<file path="src/hdl/tsem_pkg.sv">
package tsem_pkg;

  localparam int SENSORS = 16;
  localparam int IDX_W   = (SENSORS > 1) ? $clog2(SENSORS) : 1;
  localparam int LIM_W   = 9;
  localparam logic [LIM_W-1:0] SENSORS_LIM = LIM_W'(SENSORS);

  // request types
  localparam logic REQ_SAMPLE = 1'b0;
  localparam logic REQ_SET    = 1'b1;

  // configuration register indexes
  localparam logic [1:0] REG_ACTIVE    = 2'd0;
  localparam logic [1:0] REG_HYST_UP   = 2'd1;
  localparam logic [1:0] REG_HYST_DOWN = 2'd2;

  typedef enum logic [1:0] {
    KIND_EVENT = 2'd0,
    KIND_ACK   = 2'd1,
    KIND_ERR   = 2'd2
  } kind_t;

  localparam logic [3:0] CODE_NONE  = 4'd0;
  localparam logic [3:0] EV_LNR_GL  = 4'd0;
  localparam logic [3:0] EV_LNR_GH  = 4'd1;
  localparam logic [3:0] EV_LC_GL   = 4'd2;
  localparam logic [3:0] EV_LC_GH   = 4'd3;
  localparam logic [3:0] EV_LNC_GL  = 4'd4;
  localparam logic [3:0] EV_LNC_GH  = 4'd5;
  localparam logic [3:0] EV_UNC_GL  = 4'd6;
  localparam logic [3:0] EV_UNC_GH  = 4'd7;
  localparam logic [3:0] EV_UC_GL   = 4'd8;
  localparam logic [3:0] EV_UC_GH   = 4'd9;
  localparam logic [3:0] EV_UNR_GL  = 4'd10;
  localparam logic [3:0] EV_UNR_GH  = 4'd11;

  localparam logic [2:0] LVL_LNR    = 3'd0;
  localparam logic [2:0] LVL_LCR    = 3'd1;
  localparam logic [2:0] LVL_LNC    = 3'd2;
  localparam logic [2:0] LVL_NORMAL = 3'd3;
  localparam logic [2:0] LVL_UNC    = 3'd4;
  localparam logic [2:0] LVL_UCR    = 3'd5;
  localparam logic [2:0] LVL_UNR    = 3'd6;

  // threshold byte positions in a row, same order as the write mask bits
  localparam int TH_LNC = 0;
  localparam int TH_LCR = 1;
  localparam int TH_LNR = 2;
  localparam int TH_UNC = 3;
  localparam int TH_UCR = 4;
  localparam int TH_UNR = 5;
  localparam int TH_N   = 6;

  typedef enum logic [1:0] {
    ST_IDLE,
    ST_EVAL,
    ST_SEND0,
    ST_SEND1
  } state_t;

  typedef struct packed {
    logic capture;
    logic eval;
    logic sel_second;
  } cmd_t;

  typedef struct packed {
    logic no_result;
    logic first_last;
  } status_t;

  typedef struct packed {
    kind_t      kind;
    logic [3:0] code;
    logic [2:0] level;
    logic       last;
  } result_t;

endpackage

</file>
<file path="src/hdl/threshold_sensor_event_monitor.sv">
// per-sensor threshold monitor with hysteresis, one request at a time
// accept / row read / evaluate / send sequence around the single-port threshold memory:
// the eval state registers up to two results and the send states offer them; a quiet sample
// sends none, and a new request is taken only after the last result is taken
// reset (synchronous, rst high): all sensor levels normal, active_sensors 16, hysteresis 0
module threshold_sensor_event_monitor (
  input  logic        clk,
  input  logic        rst,
  input  logic        in_valid,
  output logic        in_ready,
  input  logic        req_type,
  input  logic [7:0]  sensor,
  input  logic [7:0]  sample_value,
  input  logic [5:0]  write_mask,
  input  logic [7:0]  lower_noncrit,
  input  logic [7:0]  lower_crit,
  input  logic [7:0]  lower_nonrec,
  input  logic [7:0]  upper_noncrit,
  input  logic [7:0]  upper_crit,
  input  logic [7:0]  upper_nonrec,
  output logic        out_valid,
  input  logic        out_ready,
  output logic [1:0]  kind,
  output logic [7:0]  event_sensor,
  output logic [3:0]  event_code,
  output logic [2:0]  level_after,
  output logic        last,
  input  logic        psel,
  input  logic        penable,
  input  logic        pwrite,
  input  logic [3:0]  paddr,
  input  logic [31:0] pwdata,
  output logic [31:0] prdata,
  output logic        pready
);

  logic [4:0] active_sensors;
  logic [7:0] hyst_up;
  logic [7:0] hyst_down;
  logic [1:0] reg_idx;

  tsem_pkg::cmd_t    cmd;
  tsem_pkg::status_t status;

  assign pready  = 1'b1;
  assign reg_idx = paddr[3:2];

  always_ff @(posedge clk) begin
    if (rst) begin
      active_sensors <= 5'd16;
      hyst_up        <= 8'd0;
      hyst_down      <= 8'd0;
    end else if (psel && penable && pwrite && pready) begin
      case (reg_idx)
        tsem_pkg::REG_ACTIVE:    active_sensors <= pwdata[4:0];
        tsem_pkg::REG_HYST_UP:   hyst_up        <= pwdata[7:0];
        tsem_pkg::REG_HYST_DOWN: hyst_down      <= pwdata[7:0];
        default: begin
        end
      endcase
    end
  end

  always_comb begin
    case (reg_idx)
      tsem_pkg::REG_ACTIVE:    prdata = {27'd0, active_sensors};
      tsem_pkg::REG_HYST_UP:   prdata = {24'd0, hyst_up};
      tsem_pkg::REG_HYST_DOWN: prdata = {24'd0, hyst_down};
      default:                 prdata = 32'd0;
    endcase
  end

  tsem_ctrl u_ctrl (
    .clk       (clk),
    .rst       (rst),
    .in_valid  (in_valid),
    .in_ready  (in_ready),
    .out_valid (out_valid),
    .out_ready (out_ready),
    .status    (status),
    .cmd       (cmd)
  );

  tsem_dp u_dp (
    .clk            (clk),
    .rst            (rst),
    .cmd            (cmd),
    .status         (status),
    .req_type       (req_type),
    .sensor         (sensor),
    .sample_value   (sample_value),
    .write_mask     (write_mask),
    .lower_noncrit  (lower_noncrit),
    .lower_crit     (lower_crit),
    .lower_nonrec   (lower_nonrec),
    .upper_noncrit  (upper_noncrit),
    .upper_crit     (upper_crit),
    .upper_nonrec   (upper_nonrec),
    .active_sensors (active_sensors),
    .hyst_up        (hyst_up),
    .hyst_down      (hyst_down),
    .kind           (kind),
    .event_sensor   (event_sensor),
    .event_code     (event_code),
    .level_after    (level_after),
    .last           (last)
  );

endmodule

</file>
<file path="src/hdl/tsem_ctrl.sv">
module tsem_ctrl (
  input  logic              clk,
  input  logic              rst,
  input  logic              in_valid,
  output logic              in_ready,
  output logic              out_valid,
  input  logic              out_ready,
  input  tsem_pkg::status_t status,
  output tsem_pkg::cmd_t    cmd
);

  tsem_pkg::state_t state, state_next;

  always_ff @(posedge clk) begin
    if (rst) begin
      state <= tsem_pkg::ST_IDLE;
    end else begin
      state <= state_next;
    end
  end

  always_comb begin
    state_next     = state;
    in_ready       = 1'b0;
    out_valid      = 1'b0;
    cmd.capture    = 1'b0;
    cmd.eval       = 1'b0;
    cmd.sel_second = 1'b0;
    case (state)
      tsem_pkg::ST_IDLE: begin
        in_ready    = 1'b1;
        cmd.capture = in_valid;
        if (in_valid) state_next = tsem_pkg::ST_EVAL;
      end
      tsem_pkg::ST_EVAL: begin
        cmd.eval = 1'b1;
        // quiet sample produces nothing
        state_next = status.no_result ? tsem_pkg::ST_IDLE : tsem_pkg::ST_SEND0;
      end
      tsem_pkg::ST_SEND0: begin
        out_valid = 1'b1;
        if (out_ready) begin
          state_next = status.first_last ? tsem_pkg::ST_IDLE : tsem_pkg::ST_SEND1;
        end
      end
      tsem_pkg::ST_SEND1: begin
        out_valid      = 1'b1;
        cmd.sel_second = 1'b1;
        if (out_ready) state_next = tsem_pkg::ST_IDLE;
      end
      default: begin
        state_next = tsem_pkg::ST_IDLE;
      end
    endcase
  end

endmodule

</file>
<file path="src/hdl/tsem_dp.sv">
module tsem_dp (
  input  logic              clk,
  input  logic              rst,
  input  tsem_pkg::cmd_t    cmd,
  output tsem_pkg::status_t status,
  input  logic              req_type,
  input  logic [7:0]        sensor,
  input  logic [7:0]        sample_value,
  input  logic [5:0]        write_mask,
  input  logic [7:0]        lower_noncrit,
  input  logic [7:0]        lower_crit,
  input  logic [7:0]        lower_nonrec,
  input  logic [7:0]        upper_noncrit,
  input  logic [7:0]        upper_crit,
  input  logic [7:0]        upper_nonrec,
  input  logic [4:0]        active_sensors,
  input  logic [7:0]        hyst_up,
  input  logic [7:0]        hyst_down,
  output logic [1:0]        kind,
  output logic [7:0]        event_sensor,
  output logic [3:0]        event_code,
  output logic [2:0]        level_after,
  output logic              last
);

  logic [7:0] thr_mem [tsem_pkg::SENSORS][tsem_pkg::TH_N];
  logic [7:0] thr_rd  [tsem_pkg::TH_N];
  logic [7:0] wdata   [tsem_pkg::TH_N];
  logic [2:0] level   [tsem_pkg::SENSORS];

  logic       req_q;
  logic [7:0] sensor_q;
  logic [7:0] sample_q;
  logic [5:0] mask_q;
  logic [tsem_pkg::IDX_W-1:0] idx_q;

  tsem_pkg::result_t r0, r1, r0_next, r1_next, ev0, ev1, res;

  logic [tsem_pkg::LIM_W-1:0] limit;
  logic in_range;
  logic [2:0] lvl, lvl_new, t0, t1;
  logic [3:0] code0, code1;
  logic c0, c1;
  logic signed [9:0] v, lnr_u, lcr_u, lnc_u, unc_d, ucr_d, unr_d;
  logic signed [9:0] lnr, lcr, lnc, unc, ucr, unr;

  assign idx_q = sensor_q[tsem_pkg::IDX_W-1:0];

  // capture the request and read the threshold row
  always_ff @(posedge clk) begin
    if (cmd.capture) begin
      req_q    <= req_type;
      sensor_q <= sensor;
      sample_q <= sample_value;
      mask_q   <= write_mask;
      wdata[tsem_pkg::TH_LNC] <= lower_noncrit;
      wdata[tsem_pkg::TH_LCR] <= lower_crit;
      wdata[tsem_pkg::TH_LNR] <= lower_nonrec;
      wdata[tsem_pkg::TH_UNC] <= upper_noncrit;
      wdata[tsem_pkg::TH_UCR] <= upper_crit;
      wdata[tsem_pkg::TH_UNR] <= upper_nonrec;
      for (int i = 0; i < tsem_pkg::TH_N; i++) begin
        thr_rd[i] <= thr_mem[sensor[tsem_pkg::IDX_W-1:0]][i];
      end
    end
  end

  // byte-masked threshold write
  always_ff @(posedge clk) begin
    if (cmd.eval && in_range && req_q == tsem_pkg::REQ_SET) begin
      for (int i = 0; i < tsem_pkg::TH_N; i++) begin
        if (mask_q[i]) thr_mem[idx_q][i] <= wdata[i];
      end
    end
  end

  always_ff @(posedge clk) begin
    if (rst) begin
      for (int i = 0; i < tsem_pkg::SENSORS; i++) begin
        level[i] <= tsem_pkg::LVL_NORMAL;
      end
    end else if (cmd.eval && in_range && req_q == tsem_pkg::REQ_SAMPLE) begin
      level[idx_q] <= lvl_new;
    end
  end

  always_comb begin
    if ({4'b0000, active_sensors} > tsem_pkg::SENSORS_LIM) begin
      limit = tsem_pkg::SENSORS_LIM;
    end else begin
      limit = {4'b0000, active_sensors};
    end
    in_range = {1'b0, sensor_q} < limit;
  end

  always_comb begin
    lvl = level[idx_q];
    v   = $signed({2'b00, sample_q});
    lnr = $signed({2'b00, thr_rd[tsem_pkg::TH_LNR]});
    lcr = $signed({2'b00, thr_rd[tsem_pkg::TH_LCR]});
    lnc = $signed({2'b00, thr_rd[tsem_pkg::TH_LNC]});
    unc = $signed({2'b00, thr_rd[tsem_pkg::TH_UNC]});
    ucr = $signed({2'b00, thr_rd[tsem_pkg::TH_UCR]});
    unr = $signed({2'b00, thr_rd[tsem_pkg::TH_UNR]});
    lnr_u = lnr + $signed({2'b00, hyst_up});
    lcr_u = lcr + $signed({2'b00, hyst_up});
    lnc_u = lnc + $signed({2'b00, hyst_up});
    unc_d = unc - $signed({2'b00, hyst_down});
    ucr_d = ucr - $signed({2'b00, hyst_down});
    unr_d = unr - $signed({2'b00, hyst_down});

    c0 = 1'b0;
    c1 = 1'b0;
    t0 = lvl;
    t1 = lvl;
    code0 = tsem_pkg::CODE_NONE;
    code1 = tsem_pkg::CODE_NONE;
    // both checks judged on the entry level
    case (lvl)
      tsem_pkg::LVL_LNR: begin
        c1 = v >= lnr_u; t1 = tsem_pkg::LVL_LCR; code1 = tsem_pkg::EV_LNR_GH;
      end
      tsem_pkg::LVL_LCR: begin
        c0 = v <= lnr;   t0 = tsem_pkg::LVL_LNR; code0 = tsem_pkg::EV_LNR_GL;
        c1 = v > lcr_u;  t1 = tsem_pkg::LVL_LNC; code1 = tsem_pkg::EV_LC_GH;
      end
      tsem_pkg::LVL_LNC: begin
        c0 = v <= lcr;   t0 = tsem_pkg::LVL_LCR;    code0 = tsem_pkg::EV_LC_GL;
        c1 = v > lnc_u;  t1 = tsem_pkg::LVL_NORMAL; code1 = tsem_pkg::EV_LNC_GH;
      end
      tsem_pkg::LVL_NORMAL: begin
        c0 = v <= lnc;   t0 = tsem_pkg::LVL_LNC; code0 = tsem_pkg::EV_LNC_GL;
        c1 = v >= unc;   t1 = tsem_pkg::LVL_UNC; code1 = tsem_pkg::EV_UNC_GH;
      end
      tsem_pkg::LVL_UNC: begin
        c0 = v >= ucr;   t0 = tsem_pkg::LVL_UCR;    code0 = tsem_pkg::EV_UC_GH;
        c1 = v < unc_d;  t1 = tsem_pkg::LVL_NORMAL; code1 = tsem_pkg::EV_UNC_GL;
      end
      tsem_pkg::LVL_UCR: begin
        c0 = v >= unr;   t0 = tsem_pkg::LVL_UNR; code0 = tsem_pkg::EV_UNR_GH;
        c1 = v < ucr_d;  t1 = tsem_pkg::LVL_UNC; code1 = tsem_pkg::EV_UC_GL;
      end
      tsem_pkg::LVL_UNR: begin
        c1 = v < unr_d;  t1 = tsem_pkg::LVL_UCR; code1 = tsem_pkg::EV_UNR_GL;
      end
      default: begin
        c0 = 1'b0;
      end
    endcase

    if (c1) begin
      lvl_new = t1;
    end else if (c0) begin
      lvl_new = t0;
    end else begin
      lvl_new = lvl;
    end

    ev0 = '{kind: tsem_pkg::KIND_EVENT, code: code0, level: t0, last: !c1};
    ev1 = '{kind: tsem_pkg::KIND_EVENT, code: code1, level: t1, last: 1'b1};

    r0_next = ev0;
    r1_next = ev1;
    status.no_result  = 1'b0;
    status.first_last = r0.last;
    if (!in_range) begin
      r0_next = '{kind: tsem_pkg::KIND_ERR, code: tsem_pkg::CODE_NONE,
                  level: tsem_pkg::LVL_LNR, last: 1'b1};
    end else if (req_q == tsem_pkg::REQ_SET) begin
      r0_next = '{kind: tsem_pkg::KIND_ACK, code: tsem_pkg::CODE_NONE,
                  level: lvl, last: 1'b1};
    end else if (!c0) begin
      // the first check did not hold: the second check's event moves to the front, and no result if neither held
      r0_next = ev1;
      status.no_result = !c1;
    end
  end

  always_ff @(posedge clk) begin
    if (cmd.eval) begin
      r0 <= r0_next;
      r1 <= r1_next;
    end
  end

  assign res          = cmd.sel_second ? r1 : r0;
  assign kind         = res.kind;
  assign event_sensor = sensor_q;
  assign event_code   = res.code;
  assign level_after  = res.level;
  assign last         = res.last;

endmodule
</file>
<file path="config.mk">
export PLATFORM = sky130hd
export DESIGN_NAME = threshold_sensor_event_monitor
export DESIGN_NICKNAME = d
export VERILOG_FILES = /design/src/hdl/tsem_pkg.sv /design/src/hdl/threshold_sensor_event_monitor.sv /design/src/hdl/tsem_ctrl.sv /design/src/hdl/tsem_dp.sv
export SDC_FILE = /design/constraint.sdc
export NUM_CORES = 1
export LEC_CHECK = 0
export BUFFER_PORTS_ARGS = -buffer_cell sky130_fd_sc_hd__buf_4
export CELL_PAD_IN_SITES_DETAIL_PLACEMENT = 0
export CELL_PAD_IN_SITES_GLOBAL_PLACEMENT = 2
export CORE_MARGIN = 2
export CORE_UTILIZATION = 48
export DETAILED_ROUTE_END_ITERATION = 7
export GPL_TIMING_DRIVEN = 0
export HOLD_SLACK_MARGIN = 0.1
export PLACE_DENSITY_LB_ADDON = 0.1
export SYNTH_ARGS = -nofsm -noshare
export SYNTH_HDL_FRONTEND = slang
export SYNTH_SLANG_ARGS = --single-unit
</file>
<file path="constraint.sdc">
create_clock -name clk -period 6.7 [get_ports clk]
set_input_delay 0.67 -clock clk [delete_from_list [all_inputs] [get_ports clk]]
set_output_delay 0.67 -clock clk [all_outputs]
set_load 0.02 [all_outputs]
</file>
==> summary.txt, run 1 <==
Startpoint Class -> flip-flop
Synth Area in XOR/XNOR -> 0.00695
Yosys warns -> 0
Largest net degree at the start of global routing -> 58
Final setup fails -> 0
Gpl congestion -> 0.834
Hold_buf cts -> 0
Max-cap violation count -> 1
# clock sinks -> 979
DRC -> 0
Clk buf depth -> 3
Post-Synth Adder-Cell Area -> 0.0470
Most frequent cells in the layout -> 952 x edfxtp_1, 254 x mux4_2, 161 x nor2_1, 145 x ha_1, 140 x buf_4
Top_reg_cell synth -> edfxtp_1
TritonRoute pass-1 iters -> 5
WP data required -> 7.09 ns
CP endpoint kind -> flip-flop
Worst path cell trace -> inv_1, ha_1, a21oi_1, o21ai_0, a21o_1, a21o_1, a21o_1, a21oi_1, xor2_1, ha_1, and4_1, o21ai_0, a21oi_1, a2111oi_1, a22oi_4, o211a_2, a21oi_2, buf_2, o21ai_0
Largest stage delay, worst path -> 1.16 ns
Compound-gate portion of the synthesized area -> 0.0429
Fin nets -> 2729
Via count -> 21309
Int Power -> 10.2 mW
Seq pwr share -> 0.526
Mux contribution to synthesized area -> 0.147
Largest family of logic cells by synthesized area -> multiplexers
Port buffer count -> 113
HPWL after DPL -> 72100 um
Most common cell after layout, fill and taps aside -> edfxtp_1
Hold Path Class -> input port to flip-flop
Final Critical Period -> 5.39 ns
Congestion Overflow GR -> 0
Synth-to-layout area growth -> 13.4%
Die width -> 298 um
Dominant cells by area after synthesis -> edfxtp_1 69%, mux4_2 14%, ha_1 4.4%
Core Area -> 85500 um^2
Crit-path leading delay family -> compound AO/OA/AOI/OAI gates
Register area -> 29100 um^2
Flops & latches, synth -> 979
CTS Buf Count -> 100
Reg-to-reg slack, setup -> 1.31 ns
Cell Rows -> 107
Worst Path Max Fanout -> 10
Post-synth EDFFs -> 952
Switching fraction of total power -> 0.231
Syn Inst Count -> 2222
TNS Setup -> 0 ns
Layout cells sized above 1 -> 0.237
Total Wirelength -> 104000 um
Simple-Gate Fraction of Synth Area -> 0.0331
PD cells -> 282 nW/um^2
Global-route usage over all layers -> 0.236
Die ar. -> 89000 um^2
Final Hold Viols -> 0
Fin. max-slew vios -> 0
Crit-path slowest cell -> a2111oi_1
Relative slew margins -> 0.0183
Area of the multi-input gates -> 11600 um^2
Comb pwr share -> 0.078
Worst-margin pin slew -> 1.47 ns
F_max -> 0.186 GHz
R2r worst-path depth -> 19
1st-iter DRT viols -> 1995
Final period util -> 0.804
Netlist cell types -> 72
CTS tree -> done
Via density per instance -> 5.78
Die H -> 298 um
Synth top area share -> 0.687
Setup CP Type -> flip-flop to flip-flop
# resized after CTS -> 0
Synth Area per Inst -> 18.7 um^2
Vias in the first global route -> 21865
Violated checks -> max-capacitance violations
Max H-tree Level -> 3
Post-CTS setup buffer count -> 0
CP arrival -> 5.78 ns
Non-filler cells, final -> 3685
WL per Instance -> 28.3 um
Cell Area, Synth -> 41600 um^2
Fill cell count -> 6621
Clk_skew -> 0.0449 ns
Ys async rst share -> 0
Clk pwr share -> 0.395
Leak -> 15.7 nW
Hold path depth -> 1
DP Cell Count -> 3505
Clk slew on worst S/H paths -> 0.06 ns
RSZ-0062 raised after global routing -> no
First-pass GRT wire length -> 151000 um
Antenna-violating nets left -> 0
Worst path bufs/invs -> 2
Initial Utilization -> 0.486
I/O pin cnt -> 167
Sequential-to-total area share from yosys stat -> 0.700
Status -> finished with violations
Root cell of the clock tree -> clkbuf_16
Worst path depth -> 19
Peak VDD IR -> 203 uV
Area leader, netlist -> edfxtp_1
Antenna violations before repair -> 6
Sw power -> 3.08 mW
Clk_lat worst skew -> 0.68 ns
-- layer usage --
metal  track usage  vias to the layer above  wire length, um
li1              -                     9389                -
met1         0.327                    11136            44200
met2         0.388                      640            51300
met3        0.0371                      144             5740
met4        0.0721                        0             2940
met5             0                        -                0
-- flip-flops by register name (all words and copies together) (netlist names), named ones only --
name / count
u_dp.wdata: 48
u_ctrl.state: 2
u_dp.sample_q: 8
u_dp.mask_q: 6
u_dp.event_sensor: 8
u_dp.thr_rd: 48
hyst_down: 8
u_dp.r1: 7
u_dp.status: 1
u_dp.r0: 9
hyst_up: 8
u_dp.level: 48
active_sensors: 5
u_dp.req_q: 1
u_dp.thr_mem: 768
-- power groups by stage --
stage	registers, mW	logic, mW	clock network [mW]
after floorplan	7.06	0.697	0
after detailed placement	7.14	1.04	0
after CTS	7.01	1.05	5.36
after global placement	7.15	1.02	0
after global routing	7.02	1.14	5.60
final	7.01	1.04	5.26
-- through the flow --
step / area, um^2 / setup slack [ns] / hold slack (ns) / util / total power, mW
finish: 47200 / 1.31 / 0.166 / 0.551 / 13.3
floorplan: 41700 / 1.82 / 0.473 / - / 7.76
detailed placement: 44000 / 1.46 / 0.517 / 0.515 / 8.18
CTS: 47200 / 1.45 / 0.129 / 0.551 / 13.4
global placement: 44000 / -0.745 / 0.513 / 0.514 / 8.16
global route: 47200 / 1.22 / 0.140 / 0.551 / 13.8
-- synthesized netlist by cell type (all sizes together), types with 14 or more instances --
cell type  number
nand4          14
xnor2          15
nor2b          14
mux2i          28
a211oi         14
o21ai          67
edfxtp        952
dfxtp          27
or2            19
ha            145
mux4          254
inv            94
a21o           32
nand2          49
a21oi          54
xor2           18
clkbuf         58
nor2          162
a21boi         16
buf            55
-- final cells by class --
type	count	share of cell area
antenna	2	0.000106
buffer	113	0.0122
clock buffer	128	0.0568
clock inverter	50	0.00915
inverter	94	0.00748
multi-input combinational	1059	0.247
sequential	979	0.618
tap	1144	0.0304
timing repair buffer	116	0.0195
-- cell families after synthesis --
family                   after synthesis
flip-flops                           979
AND/OR/NAND/NOR                      300
multiplexers                         294
AO/OA/AOI/OAI                        255
buffers and inverters                207
adder cells (fa/ha/maj)              152
XOR/XNOR                              33
other                                  2
-- worst reg2reg max path, cell delays in order, from the launching register on --
cell and delay, ns:
dfxtp_1 0.33, inv_1 0.32, ha_1 0.31, a21oi_1 0.13, o21ai_0 0.14, a21o_1 0.21
a21o_1 0.20, a21o_1 0.18, a21oi_1 0.16, xor2_1 0.17, ha_1 0.26, and4_1 0.17
o21ai_0 0.07, a21oi_1 0.08, a2111oi_1 1.16, a22oi_4 0.21, o211a_2 0.25, a21oi_2 0.37
buf_2 0.30, o21ai_0 0.11
-- path summary, 6_finish.rpt --
path                             start                             end
max          hyst_down[1]$_SDFFE_PP0P_  u_dp.level[7][0]$_SDFFCE_PN1P_
min                    upper_nonrec[7]      u_dp.wdata[5][7]$_DFFE_PP_
max reg2reg  hyst_down[1]$_SDFFE_PP0P_  u_dp.level[7][0]$_SDFFCE_PN1P_
min reg2reg  hyst_down[2]$_SDFFE_PP0P_       hyst_down[2]$_SDFFE_PP0P_
(Power assumes the default switching activity.)
==> run 2: changes to the inputs <==
==> constraint.sdc (replaced) <==
create_clock -name clk -period 5.05 [get_ports clk]
set_input_delay 0.505 -clock clk [delete_from_list [all_inputs] [get_ports clk]]
set_output_delay 0.505 -clock clk [all_outputs]
set_load 0.02 [all_outputs]
==> summary.txt, run 2 (synthesis results as in run 1) <==
CTS Buf Count -> 100 (unchanged)
CP Launch Point -> hyst_down[1]$_SDFFE_PP0P_
Largest stage delay, worst path -> 0.47 ns (-0.69 ns)
Global-route usage over all layers -> 0.237 (+0.00110)
TritonRoute pass-1 iters -> 5 (unchanged)
Worst-margin pin slew -> 1.37 ns (-0.0990 ns)
Design Power -> 17.7 mW (+33%)
Clk_skew -> 0.0428 ns (-0.00213 ns)
Congestion Overflow GR -> 0 (unchanged)
Port buffer count -> 113 (unchanged)
Final period util -> 0.955 (+0.151)
Non-filler cells, final -> 3763 (+2.1%)
Relative slew margins -> 0.0847 (+0.0664)
Fin. max-slew vios -> 0 (unchanged)
Final Critical Period -> 4.82 ns (-0.565 ns)
Setup CP Type -> flip-flop to flip-flop
F_max -> 0.207 GHz (+12%)
Worst path cell trace -> clkinvlp_4, buf_4, fa_1, a211oi_1, o21bai_1, a21oi_1, xor2_1, ha_1, o2111a_1, a2111oi_0, nand3_1, o32ai_4, inv_2, a21oi_4, buf_4, o21ai_2
Antenna violations before repair -> 6 (unchanged)
Max H-tree Level -> 3 (unchanged)
Crit-path slowest cell -> fa_1
CTS tree -> done
Gpl congestion -> 0.834 (unchanged)
I/O pin cnt -> 167 (unchanged)
CP arrival -> 5.23 ns (-0.55 ns)
Clk buf depth -> 3 (unchanged)
GR Layer Usage met2 -> 0.394 (+0.00630)
WHS -> 0.128 ns (-0.0380 ns)
Initial Utilization -> 0.486 (unchanged)
Final Util -> 0.561 (+0.00961)
Most frequent cells in the layout -> 952 x edfxtp_1, 254 x mux4_2, 161 x nor2_1, 147 x buf_4, 145 x ha_1
Final Hold Viols -> 0 (unchanged)
HPWL after DPL -> 72100 um (unchanged)
CP endpoint kind -> flip-flop
Finished Cell Area -> 48000 um^2 (+1.7%)
Final WS setup -> 0.227 ns (-1.09 ns)
Via count -> 21550 (+1.1%)
Biggest register -> u_dp.thr_mem
Placed cell area -> 44000 um^2 (unchanged)
Peak VDD IR -> 272 uV (+34%)
Antenna-violating nets left -> 0 (unchanged)
Vias in the first global route -> 22198 (+1.5%)
Max reg flops -> 768 (unchanged)
Global routing's busiest layer -> met2
Startpoint Class -> flip-flop
Critical R2R Launch -> hyst_down[1]$_SDFFE_PP0P_
TNS Setup -> 0 ns (unchanged)
PD cells -> 370 nW/um^2 (+31%)
Max-cap violation count -> 0 (-1)
Grt met3 use -> 0.0361 (-0.00102)
Worst hold start -> pwdata[5]
Leak -> 16.0 nW (+2.2%)
Dpl ws -> -0.186 ns (-1.65 ns)
Synth-to-layout area growth -> 15.3%
DP Cell Count -> 3505 (unchanged)
Fin nets -> 2808 (+2.9%)
RSZ-0062 raised after global routing -> no
Die ar. -> 89000 um^2 (unchanged)
WP data required -> 5.46 ns (-1.63 ns)
1st-iter DRT viols -> 2035 (+2.0%)
# clock sinks -> 979 (unchanged)
Cell Rows -> 107 (unchanged)
Final setup fails -> 0 (unchanged)
Layout cells sized above 1 -> 0.235 (-0.00258)
DRC -> 0 (unchanged)
Hold Path Class -> input port to flip-flop
WL per Instance -> 27.8 um (-1.6%)
Status -> finished, final reports clean
Clk_lat worst skew -> 0.68 ns (about the same)
Total Wirelength -> 105000 um (+0.52%)
Worst Path Max Fanout -> 10 (unchanged)
Largest net degree at the start of global routing -> 58 (unchanged)
Root cell of the clock tree -> clkbuf_16
Cell mode on critical path -> buf_4
Die width -> 298 um (unchanged)
Clk slew on worst S/H paths -> 0.06 ns (about the same)
Die H -> 298 um (unchanged)
Met1 Use GR -> 0.327 (-0.000458)
Via density per instance -> 5.73 (-0.97%)
Most common cell after layout, fill and taps aside -> edfxtp_1
Core Area -> 85500 um^2 (unchanged)
First-pass GRT wire length -> 152000 um (+0.62%)
## run 2: final timing paths
kind	slack (ns)	to	cells past startpoint
setup / recovery	0.23	u_dp.level[4][1]$_SDFFCE_PN1P_	16
hold / removal	0.13	hyst_up[5]$_SDFFE_PP0P_	3
setup reg to reg	0.23	u_dp.level[4][1]$_SDFFCE_PN1P_	16
hold reg to reg	0.53	hyst_down[2]$_SDFFE_PP0P_	2
## run 2: worst max-delay path, delay by kind of cell, from the launching register on
kind,cells,cell delay (ns)
buf+inv,4,0.81
simple gates,1,0.34
xor+xnor,1,0.17
fa+ha+maj,2,0.74
flops,1,0.41
compound gates,8,2.09
## run 2: what timing repair did
item	CTS	global route
buffers inserted	0	7
hold buffers	72	0
pin swaps	0	2
endpoints found under the setup margin	30	30
gates resized for setup	2	6
endpoints found under the hold margin	74	0
## run 2: cell type report
type / count / area, um^2
fillers: 6564 / 37600
plain buffers: 113 / 573
flip-flops and latches: 979 / 29100
diodes: 1 / 2.50
clock inverters: 50 / 432
clock buffers: 128 / 2680
repair buffers: 195 / 1690
inverters: 94 / 357
well taps: 1144 / 1430
multi-input cells: 1059 / 11700
## run 2: where the power goes
part | leakage (nW) | switching (mW) | internal (mW)
Clock | 1.50 | 3.08 | 3.91
Sequential | 8.79 | 0.215 | 9.08
Combinational | 5.74 | 0.815 | 0.631
Total | 16.0 | 4.11 | 13.6
## run 2: routing by layer
layer,wire length [um],vias up
li1,-,9543
met1,44000,11197
met2,51800,664
met3,6170,146
met4,2800,0
met5,0,-
